===== src/rtl/aac_program_config_element_parser_core_macros.svh =====
// Assertion macros shared by the program config element parser RTL.
`ifndef AAC_PROGRAM_CONFIG_ELEMENT_PARSER_CORE_MACROS_SVH
`define AAC_PROGRAM_CONFIG_ELEMENT_PARSER_CORE_MACROS_SVH

// Same-cycle implication, checked outside reset.
`define AACPCE_ASSERT(label, clk, rst_n, ante, cons) \
    label: assert property (@(posedge clk) disable iff (!rst_n) (ante) |-> (cons)) \
        else $error("same-cycle implication failed");

// Next-cycle implication, checked outside reset.
`define AACPCE_ASSERT_NEXT(label, clk, rst_n, ante, cons) \
    label: assert property (@(posedge clk) disable iff (!rst_n) (ante) |=> (cons)) \
        else $error("next-cycle implication failed");

`endif


===== src/rtl/aacpce_pkg.sv =====
// Types, position codes and field widths of the program config element parser.
package aacpce_pkg;

    // Parse positions; the code of each field position is also its output field id.
    typedef enum logic [4:0] {
        POS_TAG            = 5'd0,
        POS_OBJ_TYPE       = 5'd1,
        POS_SF_INDEX       = 5'd2,
        POS_NUM_FRONT      = 5'd3,
        POS_NUM_SIDE       = 5'd4,
        POS_NUM_BACK       = 5'd5,
        POS_NUM_LFE        = 5'd6,
        POS_NUM_ASSOC      = 5'd7,
        POS_NUM_CC         = 5'd8,
        POS_MONO_PRESENT   = 5'd9,
        POS_MONO_NUM       = 5'd10,
        POS_STEREO_PRESENT = 5'd11,
        POS_STEREO_NUM     = 5'd12,
        POS_MATRIX_PRESENT = 5'd13,
        POS_MATRIX_IDX     = 5'd14,
        POS_SURROUND       = 5'd15,
        POS_FRONT_CPE      = 5'd16,
        POS_FRONT_TAG      = 5'd17,
        POS_SIDE_CPE       = 5'd18,
        POS_SIDE_TAG       = 5'd19,
        POS_BACK_CPE       = 5'd20,
        POS_BACK_TAG       = 5'd21,
        POS_LFE_TAG        = 5'd22,
        POS_ASSOC_TAG      = 5'd23,
        POS_CC_IND_SW      = 5'd24,
        POS_CC_TAG         = 5'd25,
        POS_COMMENT_BYTES  = 5'd26,
        POS_COMMENT_DATA   = 5'd27,
        POS_PAD            = 5'd28
    } t_pos;

    typedef struct packed {
        logic [4:0] field_id;
        logic [7:0] field_value;
        logic [7:0] element_index;
        logic       last_of_element;
    } t_result;

    // Number of bits in the syntax field at a position; the padding position has none.
    function automatic logic [3:0] field_width(input t_pos pos);
        logic [3:0] w;
        case (pos)
            POS_OBJ_TYPE, POS_NUM_LFE, POS_MATRIX_IDX:         w = 4'd2;
            POS_NUM_ASSOC:                                     w = 4'd3;
            POS_MONO_PRESENT, POS_STEREO_PRESENT, POS_MATRIX_PRESENT,
            POS_SURROUND, POS_FRONT_CPE, POS_SIDE_CPE, POS_BACK_CPE,
            POS_CC_IND_SW:                                     w = 4'd1;
            POS_COMMENT_BYTES, POS_COMMENT_DATA:               w = 4'd8;
            POS_PAD:                                           w = 4'd0;
            default:                                           w = 4'd4;
        endcase
        return w;
    endfunction

endpackage


===== src/rtl/aac_program_config_element_parser_core.sv =====
// Top level of the AAC program config element parser: input register, parser, result register.
//
// Input channel: one bitstream bit per item on i_bit_in, MSB of each field first,
// accepted when i_valid is high and o_stall is low.
// Output channel: one item per completed syntax field (field id, value, list index,
// end-of-element flag), taken when o_valid is high and i_stall is low.
// A bit is captured in the input register when it is accepted and is parsed once the
// result register is free to take a result; its result, if any, is registered in the
// result register, which drives o_valid, and the item is taken when i_stall is low.
// Throughput is one bit per cycle while the receiver does not stall; the parse state
// update is a single pass of small logic behind the input register.
// Padding bits before the comment byte count produce no items.
// When the receiver stalls, the waiting result holds and the parser stops; the
// input register can still take one more bit before o_stall rises.
// Reset (synchronous, active low) empties both registers and places the parser at
// the element instance tag with a bit phase of zero. A write on i_cfg_we sets the
// start bit phase and restarts the parser; write only while the block is idle.
`include "aac_program_config_element_parser_core_macros.svh"

module aac_program_config_element_parser_core (
    input  logic       i_clk,
    input  logic       i_rst_n,
    input  logic       i_cfg_we,
    input  logic [2:0] i_cfg_start_bit_phase,
    input  logic       i_valid,
    output logic       o_stall,
    input  logic       i_bit_in,
    output logic       o_valid,
    input  logic       i_stall,
    output logic [4:0] o_field_id,
    output logic [7:0] o_field_value,
    output logic [7:0] o_element_index,
    output logic       o_last_of_element
);
    import aacpce_pkg::*;

    logic    r_in_valid;
    logic    r_in_bit;
    logic    r_out_valid;
    t_result r_out;
    logic    w_out_free;
    logic    w_step;
    logic    w_has_result;
    t_result w_result;

    assign w_out_free = !r_out_valid || !i_stall;
    assign w_step     = r_in_valid && w_out_free;
    assign o_stall    = r_in_valid && !w_step;

    aacpce_parse u_parse (
        .i_clk        (i_clk),
        .i_rst_n      (i_rst_n),
        .i_cfg_we     (i_cfg_we),
        .i_cfg_phase  (i_cfg_start_bit_phase),
        .i_step       (w_step),
        .i_bit        (r_in_bit),
        .o_has_result (w_has_result),
        .o_result     (w_result)
    );

    always_ff @(posedge i_clk) begin
        if (!i_rst_n) begin
            r_in_valid  <= 1'b0;
            r_out_valid <= 1'b0;
        end else begin
            if (i_valid && !o_stall) begin
                r_in_valid <= 1'b1;
            end else if (w_step) begin
                r_in_valid <= 1'b0;
            end
            if (w_has_result) begin
                r_out_valid <= 1'b1;
            end else if (!i_stall) begin
                r_out_valid <= 1'b0;
            end
        end
    end

    always_ff @(posedge i_clk) begin
        if (i_valid && !o_stall) begin
            r_in_bit <= i_bit_in;
        end
        if (w_has_result) begin
            r_out <= w_result;
        end
    end

    assign o_valid           = r_out_valid;
    assign o_field_id        = r_out.field_id;
    assign o_field_value     = r_out.field_value;
    assign o_element_index   = r_out.element_index;
    assign o_last_of_element = r_out.last_of_element;

    `AACPCE_ASSERT(a_stall_needs_item, i_clk, i_rst_n, o_stall, r_in_valid && r_out_valid && i_stall)
    `AACPCE_ASSERT(a_result_only_on_step, i_clk, i_rst_n, w_has_result, w_step)
    `AACPCE_ASSERT_NEXT(a_result_loaded, i_clk, i_rst_n, w_has_result, o_valid && (r_out == $past(w_result)))

endmodule


===== src/rtl/aacpce_parse.sv =====
// Parse state machine: field assembly, list counts, padding and result forming.
`include "aac_program_config_element_parser_core_macros.svh"

module aacpce_parse (
    input  logic                 i_clk,
    input  logic                 i_rst_n,
    input  logic                 i_cfg_we,
    input  logic [2:0]           i_cfg_phase,
    input  logic                 i_step,
    input  logic                 i_bit,
    output logic                 o_has_result,
    output aacpce_pkg::t_result  o_result
);
    import aacpce_pkg::*;

    t_pos       r_pos, n_pos;
    logic [3:0] r_bits, n_bits;
    logic [7:0] r_shift, n_shift;
    logic [7:0] r_idx, n_idx;
    logic [3:0] r_front, n_front;
    logic [3:0] r_side, n_side;
    logic [3:0] r_back, n_back;
    logic [1:0] r_lfe, n_lfe;
    logic [2:0] r_assoc, n_assoc;
    logic [3:0] r_cc, n_cc;
    logic [7:0] r_comment, n_comment;
    logic [2:0] r_phase, n_phase;

    t_pos       w_pos;
    logic [2:0] w_phase_inc;
    logic [3:0] w_bits_inc;
    logic [7:0] w_shift_in;
    logic       w_done;
    logic [5:0] w_nonempty;
    logic       w_in_list;

    // A position code outside the syntax is taken as the element start.
    assign w_pos       = (r_pos > POS_PAD) ? POS_TAG : r_pos;
    assign w_phase_inc = r_phase + 3'd1;
    assign w_bits_inc  = r_bits + 4'd1;
    assign w_shift_in  = {r_shift[6:0], i_bit};
    assign w_done      = (w_bits_inc >= field_width(w_pos));
    assign w_nonempty  = {r_cc != 4'd0, r_assoc != 3'd0, r_lfe != 2'd0,
                          r_back != 4'd0, r_side != 4'd0, r_front != 4'd0};
    assign w_in_list   = ((w_pos >= POS_FRONT_CPE) && (w_pos <= POS_CC_TAG))
                         || (w_pos == POS_COMMENT_DATA);

    // First non-empty list at or after group g, else padding or the comment count.
    function automatic t_pos list_from(input logic [2:0] g, input logic [5:0] ne,
                                       input logic phase_zero);
        t_pos p;
        if (g <= 3'd0 && ne[0])      p = POS_FRONT_CPE;
        else if (g <= 3'd1 && ne[1]) p = POS_SIDE_CPE;
        else if (g <= 3'd2 && ne[2]) p = POS_BACK_CPE;
        else if (g <= 3'd3 && ne[3]) p = POS_LFE_TAG;
        else if (g <= 3'd4 && ne[4]) p = POS_ASSOC_TAG;
        else if (g <= 3'd5 && ne[5]) p = POS_CC_IND_SW;
        else if (phase_zero)         p = POS_COMMENT_BYTES;
        else                         p = POS_PAD;
        return p;
    endfunction

    function automatic logic more_entries(input logic [7:0] idx, input logic [7:0] cnt);
        return ({1'b0, idx} + 9'd1) < {1'b0, cnt};
    endfunction

    // Next state.
    always_comb begin
        logic phase_zero;
        phase_zero = (w_phase_inc == 3'd0);
        n_pos     = w_pos;
        n_bits    = r_bits;
        n_shift   = r_shift;
        n_idx     = r_idx;
        n_front   = r_front;
        n_side    = r_side;
        n_back    = r_back;
        n_lfe     = r_lfe;
        n_assoc   = r_assoc;
        n_cc      = r_cc;
        n_comment = r_comment;
        n_phase   = r_phase;
        if (i_cfg_we) begin
            n_pos     = POS_TAG;
            n_bits    = 4'd0;
            n_shift   = 8'd0;
            n_idx     = 8'd0;
            n_front   = 4'd0;
            n_side    = 4'd0;
            n_back    = 4'd0;
            n_lfe     = 2'd0;
            n_assoc   = 3'd0;
            n_cc      = 4'd0;
            n_comment = 8'd0;
            n_phase   = i_cfg_phase;
        end else if (i_step) begin
            n_phase = w_phase_inc;
            if (w_pos == POS_PAD) begin
                n_pos = phase_zero ? POS_COMMENT_BYTES : POS_PAD;
            end else if (!w_done) begin
                n_shift = w_shift_in;
                n_bits  = w_bits_inc;
            end else begin
                n_shift = 8'd0;
                n_bits  = 4'd0;
                case (w_pos)
                    POS_NUM_FRONT: begin
                        n_front = w_shift_in[3:0];
                        n_pos   = POS_NUM_SIDE;
                    end
                    POS_NUM_SIDE: begin
                        n_side = w_shift_in[3:0];
                        n_pos  = POS_NUM_BACK;
                    end
                    POS_NUM_BACK: begin
                        n_back = w_shift_in[3:0];
                        n_pos  = POS_NUM_LFE;
                    end
                    POS_NUM_LFE: begin
                        n_lfe = w_shift_in[1:0];
                        n_pos = POS_NUM_ASSOC;
                    end
                    POS_NUM_ASSOC: begin
                        n_assoc = w_shift_in[2:0];
                        n_pos   = POS_NUM_CC;
                    end
                    POS_NUM_CC: begin
                        n_cc  = w_shift_in[3:0];
                        n_pos = POS_MONO_PRESENT;
                    end
                    POS_MONO_PRESENT: begin
                        n_pos = w_shift_in[0] ? POS_MONO_NUM : POS_STEREO_PRESENT;
                    end
                    POS_STEREO_PRESENT: begin
                        n_pos = w_shift_in[0] ? POS_STEREO_NUM : POS_MATRIX_PRESENT;
                    end
                    POS_MATRIX_PRESENT: begin
                        if (w_shift_in[0]) begin
                            n_pos = POS_MATRIX_IDX;
                        end else begin
                            n_idx = 8'd0;
                            n_pos = list_from(3'd0, w_nonempty, phase_zero);
                        end
                    end
                    POS_SURROUND: begin
                        n_idx = 8'd0;
                        n_pos = list_from(3'd0, w_nonempty, phase_zero);
                    end
                    POS_FRONT_CPE: n_pos = POS_FRONT_TAG;
                    POS_SIDE_CPE:  n_pos = POS_SIDE_TAG;
                    POS_BACK_CPE:  n_pos = POS_BACK_TAG;
                    POS_CC_IND_SW: n_pos = POS_CC_TAG;
                    POS_FRONT_TAG: begin
                        if (more_entries(r_idx, {4'd0, r_front})) begin
                            n_idx = r_idx + 8'd1;
                            n_pos = POS_FRONT_CPE;
                        end else begin
                            n_idx = 8'd0;
                            n_pos = list_from(3'd1, w_nonempty, phase_zero);
                        end
                    end
                    POS_SIDE_TAG: begin
                        if (more_entries(r_idx, {4'd0, r_side})) begin
                            n_idx = r_idx + 8'd1;
                            n_pos = POS_SIDE_CPE;
                        end else begin
                            n_idx = 8'd0;
                            n_pos = list_from(3'd2, w_nonempty, phase_zero);
                        end
                    end
                    POS_BACK_TAG: begin
                        if (more_entries(r_idx, {4'd0, r_back})) begin
                            n_idx = r_idx + 8'd1;
                            n_pos = POS_BACK_CPE;
                        end else begin
                            n_idx = 8'd0;
                            n_pos = list_from(3'd3, w_nonempty, phase_zero);
                        end
                    end
                    POS_LFE_TAG: begin
                        if (more_entries(r_idx, {6'd0, r_lfe})) begin
                            n_idx = r_idx + 8'd1;
                            n_pos = POS_LFE_TAG;
                        end else begin
                            n_idx = 8'd0;
                            n_pos = list_from(3'd4, w_nonempty, phase_zero);
                        end
                    end
                    POS_ASSOC_TAG: begin
                        if (more_entries(r_idx, {5'd0, r_assoc})) begin
                            n_idx = r_idx + 8'd1;
                            n_pos = POS_ASSOC_TAG;
                        end else begin
                            n_idx = 8'd0;
                            n_pos = list_from(3'd5, w_nonempty, phase_zero);
                        end
                    end
                    POS_CC_TAG: begin
                        if (more_entries(r_idx, {4'd0, r_cc})) begin
                            n_idx = r_idx + 8'd1;
                            n_pos = POS_CC_IND_SW;
                        end else begin
                            n_idx = 8'd0;
                            n_pos = list_from(3'd6, w_nonempty, phase_zero);
                        end
                    end
                    POS_COMMENT_BYTES: begin
                        n_comment = w_shift_in;
                        n_idx     = 8'd0;
                        n_pos     = (w_shift_in != 8'd0) ? POS_COMMENT_DATA : POS_TAG;
                    end
                    POS_COMMENT_DATA: begin
                        if (more_entries(r_idx, r_comment)) begin
                            n_idx = r_idx + 8'd1;
                            n_pos = POS_COMMENT_DATA;
                        end else begin
                            n_idx = 8'd0;
                            n_pos = POS_TAG;
                        end
                    end
                    default: n_pos = t_pos'(w_pos + 5'd1);
                endcase
            end
        end
    end

    // Result of the current bit.
    always_comb begin
        o_has_result             = i_step && !i_cfg_we && (w_pos != POS_PAD) && w_done;
        o_result.field_id        = 5'(w_pos);
        o_result.field_value     = w_shift_in;
        o_result.element_index   = w_in_list ? r_idx : 8'd0;
        o_result.last_of_element =
            ((w_pos == POS_COMMENT_BYTES) && (w_shift_in == 8'd0))
            || ((w_pos == POS_COMMENT_DATA) && !more_entries(r_idx, r_comment));
    end

    always_ff @(posedge i_clk) begin
        if (!i_rst_n) begin
            r_pos     <= POS_TAG;
            r_bits    <= 4'd0;
            r_shift   <= 8'd0;
            r_idx     <= 8'd0;
            r_front   <= 4'd0;
            r_side    <= 4'd0;
            r_back    <= 4'd0;
            r_lfe     <= 2'd0;
            r_assoc   <= 3'd0;
            r_cc      <= 4'd0;
            r_comment <= 8'd0;
            r_phase   <= 3'd0;
        end else begin
            r_pos     <= n_pos;
            r_bits    <= n_bits;
            r_shift   <= n_shift;
            r_idx     <= n_idx;
            r_front   <= n_front;
            r_side    <= n_side;
            r_back    <= n_back;
            r_lfe     <= n_lfe;
            r_assoc   <= n_assoc;
            r_cc      <= n_cc;
            r_comment <= n_comment;
            r_phase   <= n_phase;
        end
    end

    `AACPCE_ASSERT(a_pad_is_silent, i_clk, i_rst_n, i_step && (w_pos == POS_PAD), !o_has_result)
    `AACPCE_ASSERT_NEXT(a_last_restarts, i_clk, i_rst_n, o_has_result && o_result.last_of_element, r_pos == POS_TAG)
    `AACPCE_ASSERT(a_index_only_in_lists, i_clk, i_rst_n, r_idx != 8'd0, w_in_list)
    `AACPCE_ASSERT(a_field_bits_bounded, i_clk, i_rst_n, r_bits != 4'd0, r_bits < field_width(w_pos))

endmodule

===== config.mk =====
export PLATFORM = sky130hd
export DESIGN_NAME = aac_program_config_element_parser_core
export DESIGN_NICKNAME = d
export VERILOG_FILES = /design/src/rtl/aacpce_pkg.sv /design/src/rtl/aac_program_config_element_parser_core.sv /design/src/rtl/aacpce_parse.sv
export VERILOG_INCLUDE_DIRS = /design/src /design/src/rtl
export SDC_FILE = /design/constraint.sdc
export NUM_CORES = 1
export LEC_CHECK = 0
export BUFFER_PORTS_ARGS = -buffer_cell sky130_fd_sc_hd__buf_4
export CELL_PAD_IN_SITES_DETAIL_PLACEMENT = 0
export CELL_PAD_IN_SITES_GLOBAL_PLACEMENT = 2
export CORE_MARGIN = 3
export CORE_UTILIZATION = 35
export CTS_BUF_LIST = sky130_fd_sc_hd__clkbuf_4 sky130_fd_sc_hd__clkbuf_8
export CTS_CLUSTER_DIAMETER = 120
export DETAILED_ROUTE_END_ITERATION = 6
export GPL_TIMING_DRIVEN = 0
export PLACE_DENSITY = 0.77
export REMOVE_ABC_BUFFERS = 1
export SLEW_MARGIN = 20
export SYNTH_ARGS = -nofsm -noshare
export SYNTH_HDL_FRONTEND = slang
export SYNTH_SLANG_ARGS = --single-unit

===== constraint.sdc =====
create_clock -name i_clk -period 4.2 [get_ports i_clk]
set_clock_uncertainty 0.05 [all_clocks]
set_input_delay 0.63 -clock i_clk [delete_from_list [all_inputs] [get_ports i_clk]]
set_output_delay 0.63 -clock i_clk [all_outputs]
set_load 0.1 [all_outputs]

==> metrics.txt, run 1 <==
status finished clean; worst slew pin tran 0.719 ns; Setup violations, final 0; GRT overflow 0; CTS buffer count 9; Psw 376 uW; Multi-input gate area between 3000 and 4000 um^2; post-synth cell types 77; Final Hold Violating Endpoints 0; worst hold slack 0.377 ns; Yosys warnings 0; Initial Utilization 0.358; Routed wire per std cell ~19 um; number of port buffers 32; largest net degree at the start of global routing 34; Hold-fix buffers, CTS 0; Seq. cell area between 1500 and 2000 um^2; Util after Layout 0.405; CTS max path bufs 2; Post-Syn Instances 626; Via density between 5 and 6; Skew-Pair Late Insertion Delay about 0.38 ns; # IOs 33; Power per Cell Area about 240 nW/um^2; kind of critical path flip-flop to flip-flop; diode count 0; Min-Delay Path Class primary input to flip-flop; Final ANT Viol Nets 0; die area 16400 um^2; Seq cells post-synth 81; Final nets roughly 680; Final min period ~4 ns; RePlAce Congestion 0.967; Post-synth EDFFs 23; Avg Inst Size Synth approximately 8.3 um^2; DRC Markers 0; Post-Syn Area about 5200 um^2; Leakage between 0.002 and 0.0025 uW; dpl hpwl about 11000 um; Chip Height approximately 130 um; CP Launch Type flip-flop; largest stage delay on the critical path ~0.5 ns; vias in the first global route 4354; Sink Count 81; All-Layer GR Usage 0.192; initial antenna violation count 0; Final Cycle Share 0.946; Row Count 44; Worst Path Arrival 4.19 ns; Worst VDD drop between 100 and 150 uV; Layout area overhead 13.2%; Total Wirelength 15600 um; clock slew at reported path FFs roughly 0.10 ns; critical path required time 4.42 ns; DRT Pass-1 Iters 5; Slew headroom 0.520; sequential power share 0.569; Switching Fraction 0.264; Clk pwr share 0.396; DR iter-0 viols around 430; Worst Hold Launch i_bit_in; root buffer cell clkbuf_8; Logic pwr share 0.035; core area around 15000 um^2; TritonCTS clock tree yes; Final Max Tran Viols 0; first-pass GRT wire length between 20000 and 25000 um; Fillers 1476; sequence of cells on the critical path and2_4, nand2_1, nand2_2, clkinvlp_4, ha_4, ha_1, a221oi_1, a21oi_1, ha_1, nand2b_1, a21oi_1, o21ai_4, nand2_1, nor2_1, and3_2, mux2i_1, nor2_1; top_reg_cell synth dfxtp_1; Die Width ~130 um; Async SR Flop Fraction 0; fmax roughly 0.25 GHz; max_cap viols 0; Worst Setup End Kind flip-flop; RR Startpoint u_parse.r_pos[4]$_SDFF_PP0_; H-tree levels 3; P_int ~1000 uW; routed via count roughly 4700; crit path from u_parse.r_pos[4]$_SDFF_PP0_; Seq/Total Area, Yosys 0.355; share of layout cells above drive strength 1 0.148; worst-path cell with the longest stage delay dfxtp_4; CP max FO 19
-- metrics by stage --
| stage | area, um^2 | total power, uW | instances | setup slack [ns] | setup TNS (ns) |
|---|---|---|---|---|---|
| after detailed placement | 5580 | 879 | 804 | -1.40 | -86.68 |
| after global routing | 5910 | 1490 | 826 | -0.0436 | -0.219 |
| after global placement | 5520 | 874 | 802 | -2.68 | -121.45 |
| after floorplan | 5050 | 852 | 586 | -0.466 | -10.57 |
| final | 5910 | 1420 | 826 | 0.225 | 0 |
| after CTS | 5830 | 1450 | 821 | 0.0116 | 0 |
-- power by group through the flow --
stage               sequential (uW)  clock [uW]  combinational [uW]
floorplan                       825           0                26.5
global placement                829           0                45.2
detailed placement              829           0                49.8
CTS                             810         585                50.2
global route                    811         620                55.7
finish                          810         564                50.2
-- cell type report --
cell class | instances | area share
tap | 184 | 0.0390
timing repair buffer | 40 | 0.0589
sequential | 81 | 0.315
inverter | 34 | 0.0222
clock inverter | 7 | 0.0106
clock buffer | 9 | 0.0210
multi-input combinational | 471 | 0.533
-- flip-flops by register name, indices dropped and copies added, names as in the netlist, 5 cells and up --
signal,count
o_element_index,8
o_field_value,8
u_parse.r_comment,8
u_parse.r_idx,8
u_parse.r_shift,7
o_field_id,5
u_parse.r_pos,5
-- synthesized netlist by cell type (4+ instances only) --
cell type / count / area [um^2]
a221oi_1: 5 / 43.8
o221ai_1: 5 / 43.8
clkbuf_1: 26 / 97.6
o21a_1: 4 / 30.0
a21boi_0: 5 / 37.5
a31oi_1: 7 / 43.8
nand3b_1: 5 / 37.5
nor3_1: 13 / 65.1
nand2_1: 64 / 240
o21ai_0: 25 / 125
buf_2: 8 / 40.0
nor4_1: 6 / 37.5
edfxtp_1: 23 / 691
nand2b_1: 11 / 68.8
nor2b_1: 10 / 62.6
o22ai_1: 9 / 56.3
and2_1: 7 / 43.8
inv_1: 34 / 128
nand4_1: 8 / 50.1
dfxtp_1: 58 / 1160
o21ai_1: 5 / 25.0
ha_1: 31 / 388
and3_1: 15 / 93.8
o211ai_1: 7 / 52.6
mux2i_1: 31 / 310
a21o_1: 7 / 52.6
a21oi_1: 36 / 180
nor2_1: 61 / 229
nand3_1: 28 / 140
-- critical path, delay by kind of cell (launching register included) --
family,cells,cell delay (ns)
flops,1,0.49
mux,1,0.21
buf+inv,1,0.15
fa+ha+maj,3,0.74
simple gates,8,1.37
compound gates,4,0.82
-- routing by layer --
layer,vias up,global-route usage,share of wire
met5,-,0,0
met4,0,0.0687,0.025
met3,27,0.0392,0.056
met2,143,0.285,0.44
met1,2271,0.275,0.48
li1,2297,-,-
-- cells by family after synthesis --
kind of cell	after synthesis	synth area share
XOR/XNOR	6	0.0129
AO/OA/AOI/OAI	155	0.203
AND/OR/NAND/NOR	248	0.237
multiplexers	31	0.0594
flip-flops	81	0.355
buffers and inverters	74	0.0582
adder cells (fa/ha/maj)	31	0.0743
-- timing repair --
action,4_1_cts,5_1_grt
pin swaps,1,2
endpoints found under the setup margin,76,64
gates resized for setup,18,9
setup buffers,1,5
-- cells in the final DEF, fill, tap and decap left out, types with 23 or more instances in the layout --
master | synthesis | routed
o21ai_0 | 25 | 25
buf_4 | 2 | 36
ha_1 | 31 | 29
nor2_1 | 61 | 59
nand2_1 | 64 | 61
a21oi_1 | 36 | 36
edfxtp_1 | 23 | 23
dfxtp_1 | 58 | 55
mux2i_1 | 31 | 31
nand3_1 | 28 | 26
inv_1 | 34 | 33
-- path summary, 6_finish.rpt --
check | to | slack, ns | cells past startpoint
max | u_parse.r_assoc[0]$_SDFFE_PP0P_ | 0.22 | 17
min | r_in_bit$_DFFE_PP_ | 0.38 | 1
max reg2reg | u_parse.r_assoc[0]$_SDFFE_PP0P_ | 0.22 | 17
min reg2reg | u_parse.r_bits[3]$_SDFFE_PP0P_ | 0.42 | 2
(Power assumes the default switching activity.)
==> run 2: changes to the inputs <==
BUFFER_PORTS_ARGS = not set   (was -buffer_cell sky130_fd_sc_hd__buf_4)
CORE_UTILIZATION = 37   (was 35)
DONT_BUFFER_PORTS = 1   (was not set)
PLACE_DENSITY = 0.76   (was 0.77)
SYNTH_HIERARCHICAL = 1   (was not set)
==> run 2 against run 1 <==
  * Sequential cell count unchanged
  * Total power increased by 1.5%
  * Clock power increased by 5.3%
  * Worst hold slack worse by 0.080 ns
  * First-iteration DRC count down 10%
  * Synthesized area rose by 1.5%
  * Combinational power decreased by 15%
  * Largest cell class unchanged
  * Largest power group unchanged
  * Highest routed layer unchanged
==> metrics.txt, run 2 <==
Switching Fraction 0.242; list of most frequent post-synthesis cells nor2_1 (69), dfxtp_1 (58), nand2_1 (41), mux2i_1 (32); Routed wire per std cell 19.7 um; top cells by area, synth dfxtp_1 (22%), edfxtp_1 (13%), ha_1 (7.3%); diode count 0; Worst Path Arrival roughly 4.2 ns; Clk pwr share 0.411; Worst VDD drop ~230 uV; Layout area overhead 8.12%; Final ANT Viol Nets 0; Power per Cell Area between 200 and 300 nW/um^2; Post-Syn Area approximately 5300 um^2; post-synth cell types 80; worst slew pin tran around 1.0 ns; Worst R2R End u_parse/r_pos[1]$_SDFF_PP0_; most common cell after layout, fill and taps aside nor2_1; top_reg_cell synth dfxtp_1; Final Cell Area about 5700 um^2; routed via count roughly 4600; Yosys top cell area share 0.219; P_int 1100 uW; Avg Inst Size Synth 8.63 um^2; DR iter-0 viols 389; All-Layer GR Usage 0.197; largest stage delay on the critical path roughly 0.50 ns; DRT Pass-1 Iters 5; kind of critical path flip-flop to flip-flop; family with the most delay on the worst path compound AO/OA/AOI/OAI gates; worst r2r path cells 18; status finished clean; Final nets 641; Row Count 43; pre-CTS WS -1.30 ns; Skew-Pair Late Insertion Delay ~0.38 ns; fin worst setup slack between 0.2 and 0.3 ns; root buffer cell clkbuf_8; commonest cells after routing, fill and taps aside nor2_1 (64), dfxtp_1 (55), nand2_1 (40); CP Launch Type flip-flop; critical path required time approximately 4.5 ns; GRT overflow 0; clock slew at reported path FFs about 0.090 ns; Cells after DPL between 700 and 800; Post-Syn Instances between 600 and 700; Leakage between 0.002 and 0.0025 uW; Yosys warnings 6; Min-Delay Path Class primary input to flip-flop; Post-synth EDFFs 23; Total Power 1450 uW; most common cell in the synthesized netlist nor2_1; Initial Utilization 0.380; TritonCTS clock tree yes; Post-Layout Cell Count 786; H-tree levels 3; Seq cells post-synth 81; share of layout cells above drive strength 1 0.129; Logic pwr share 0.030; worst hold slack just under 0.3 ns; placement-stage cell area approximately 5400 um^2; CTS max path bufs 2; Worst Setup End Kind flip-flop; CTS buffer count 9; Total Wirelength approximately 15000 um; Via density ~6; sequential power share 0.559; Chip Height 126 um; Setup violations, final 0; initial antenna violation count 1; dpl hpwl around 11000 um; core area ~14000 um^2; RSZ-0062 raised after global routing false; RR Startpoint u_parse/r_pos[4]$_SDFF_PP0_; Die Width ~130 um; Final Cycle Share 0.933; cell accounting for the most synthesized area dfxtp_1; Sink Count 81; fmax 0.255 GHz; CP Depth 18; Fillers roughly 1400; Hold Path Depth 0; r2r setup slk approximately 0.28 ns; largest net degree at the start of global routing 32; Psw between 300 and 400 uW; max_cap viols 0; CP Capture Point u_parse/r_pos[1]$_SDFF_PP0_; sequence of cells on the critical path and2_2, nand2_1, nand2_1, inv_1, ha_1, nand2_1, a21oi_1, a22o_1, a21oi_1, o21ai_0, ha_1, or2_2, a21oi_1, a21oi_4, buf_4, o211ai_1, o221ai_1, a31oi_1; Buf/Inv on CP 2; crit path from u_parse/r_pos[4]$_SDFF_PP0_; worst-path cell with the longest stage delay dfxtp_4; die area between 15000 and 20000 um^2; Seq/Total Area, Yosys 0.349; first-pass GRT wire length approximately 25000 um; Final min period approximately 3.9 ns; Async SR Flop Fraction 0; number of port buffers 0; # IOs 33; Slew headroom 0.307; vias in the first global route 4399; Hold-fix buffers, CTS 0; Final Max Tran Viols 0; Final Hold Violating Endpoints 0; RePlAce Congestion a little under 0.9; CP max FO 20; DRC Markers 0
-- run 2: cell count changes after synthesis, moves of 5 or more --
cell      before  now
nand2b_1      11    6
nor2b_1       10   19
nand2_1       64   41
a21oi_1       36   31
a22oi_1        3   12
nand3_1       28   21
nor2_1        61   69
o211ai_1       7   15
clkbuf_1      26   16
-- run 2: logic make-up (layout without fill, tap and decap cells) --
family | Yosys count | in the layout | synth area share
AOI/OAI and AO/OA | 157 | 157 | 0.205
xor gates and xnor gates | 10 | 10 | 0.0179
adders and majority gates | 31 | 31 | 0.0732
buffers and inverters | 68 | 60 | 0.0588
DFF | 81 | 81 | 0.349
muxes | 33 | 33 | 0.0625
and+or+nand+nor | 234 | 234 | 0.233
-- run 2: layer usage --
layer / global-route usage / vias up / routed length, um
met4: 0.0364 / 0 / 151
met1: 0.271 / 2230 / 7140
li1: - / 2227 / -
met3: 0.0598 / 10 / 1050
met5: 0 / - / 0
met2: 0.311 / 158 / 7150
-- run 2: worst min path at each step --
stage,startpoint,end,slack [ns]
2_1_floorplan,u_parse/r_bits[3]$_SDFFE_PP0P_,u_parse/r_bits[3]$_SDFFE_PP0P_,0.39
3_3_place_gp,u_parse/r_bits[3]$_SDFFE_PP0P_,u_parse/r_bits[3]$_SDFFE_PP0P_,0.40
3_5_place_dp,u_parse/r_bits[3]$_SDFFE_PP0P_,u_parse/r_bits[3]$_SDFFE_PP0P_,0.41
4_1_cts,i_bit_in,r_in_bit$_DFFE_PP_,0.27
5_1_grt,i_bit_in,r_in_bit$_DFFE_PP_,0.26
6_report,i_bit_in,r_in_bit$_DFFE_PP_,0.30
-- run 2: stage by stage --
step                TNS, ns  utilization
floorplan            -11.23            -
global placement    -104.06        0.383
detailed placement   -68.70        0.386
CTS                       0        0.406
global route              0        0.411
finish                    0        0.411
-- run 2: timing repair --
| action | CTS | global route |
|---|---|---|
| gates cloned | 0 | 0 |
| resized for setup | 14 | 8 |
| pin swaps | 1 | 3 |
| setup endpoints to repair | 75 | 73 |
| setup buffers | 4 | 7 |
| endpoints found under the hold margin | 0 | 0 |
-- run 2: power by group through the flow --
stage | Sequential (uW) | Clock, uW | Combinational (uW)
after floorplan | 824 | 0 | 28.2
after global routing | 809 | 663 | 47.9
after detailed placement | 828 | 0 | 41.8
after CTS | 808 | 619 | 42.6
final | 808 | 594 | 42.9
after global placement | 827 | 0 | 38.9
-- run 2: final cells by class --
cell class                      count  area (um^2)  share of cell area
Sequential cell                    81         1860               0.325
Clock buffer                        9          124              0.0216
Multi-Input combinational cell    465         3210               0.559
Inverter                           31          116              0.0203
Tap cell                          180          225              0.0393
Timing Repair Buffer               13          121              0.0212
Clock inverter                      7         77.6              0.0135
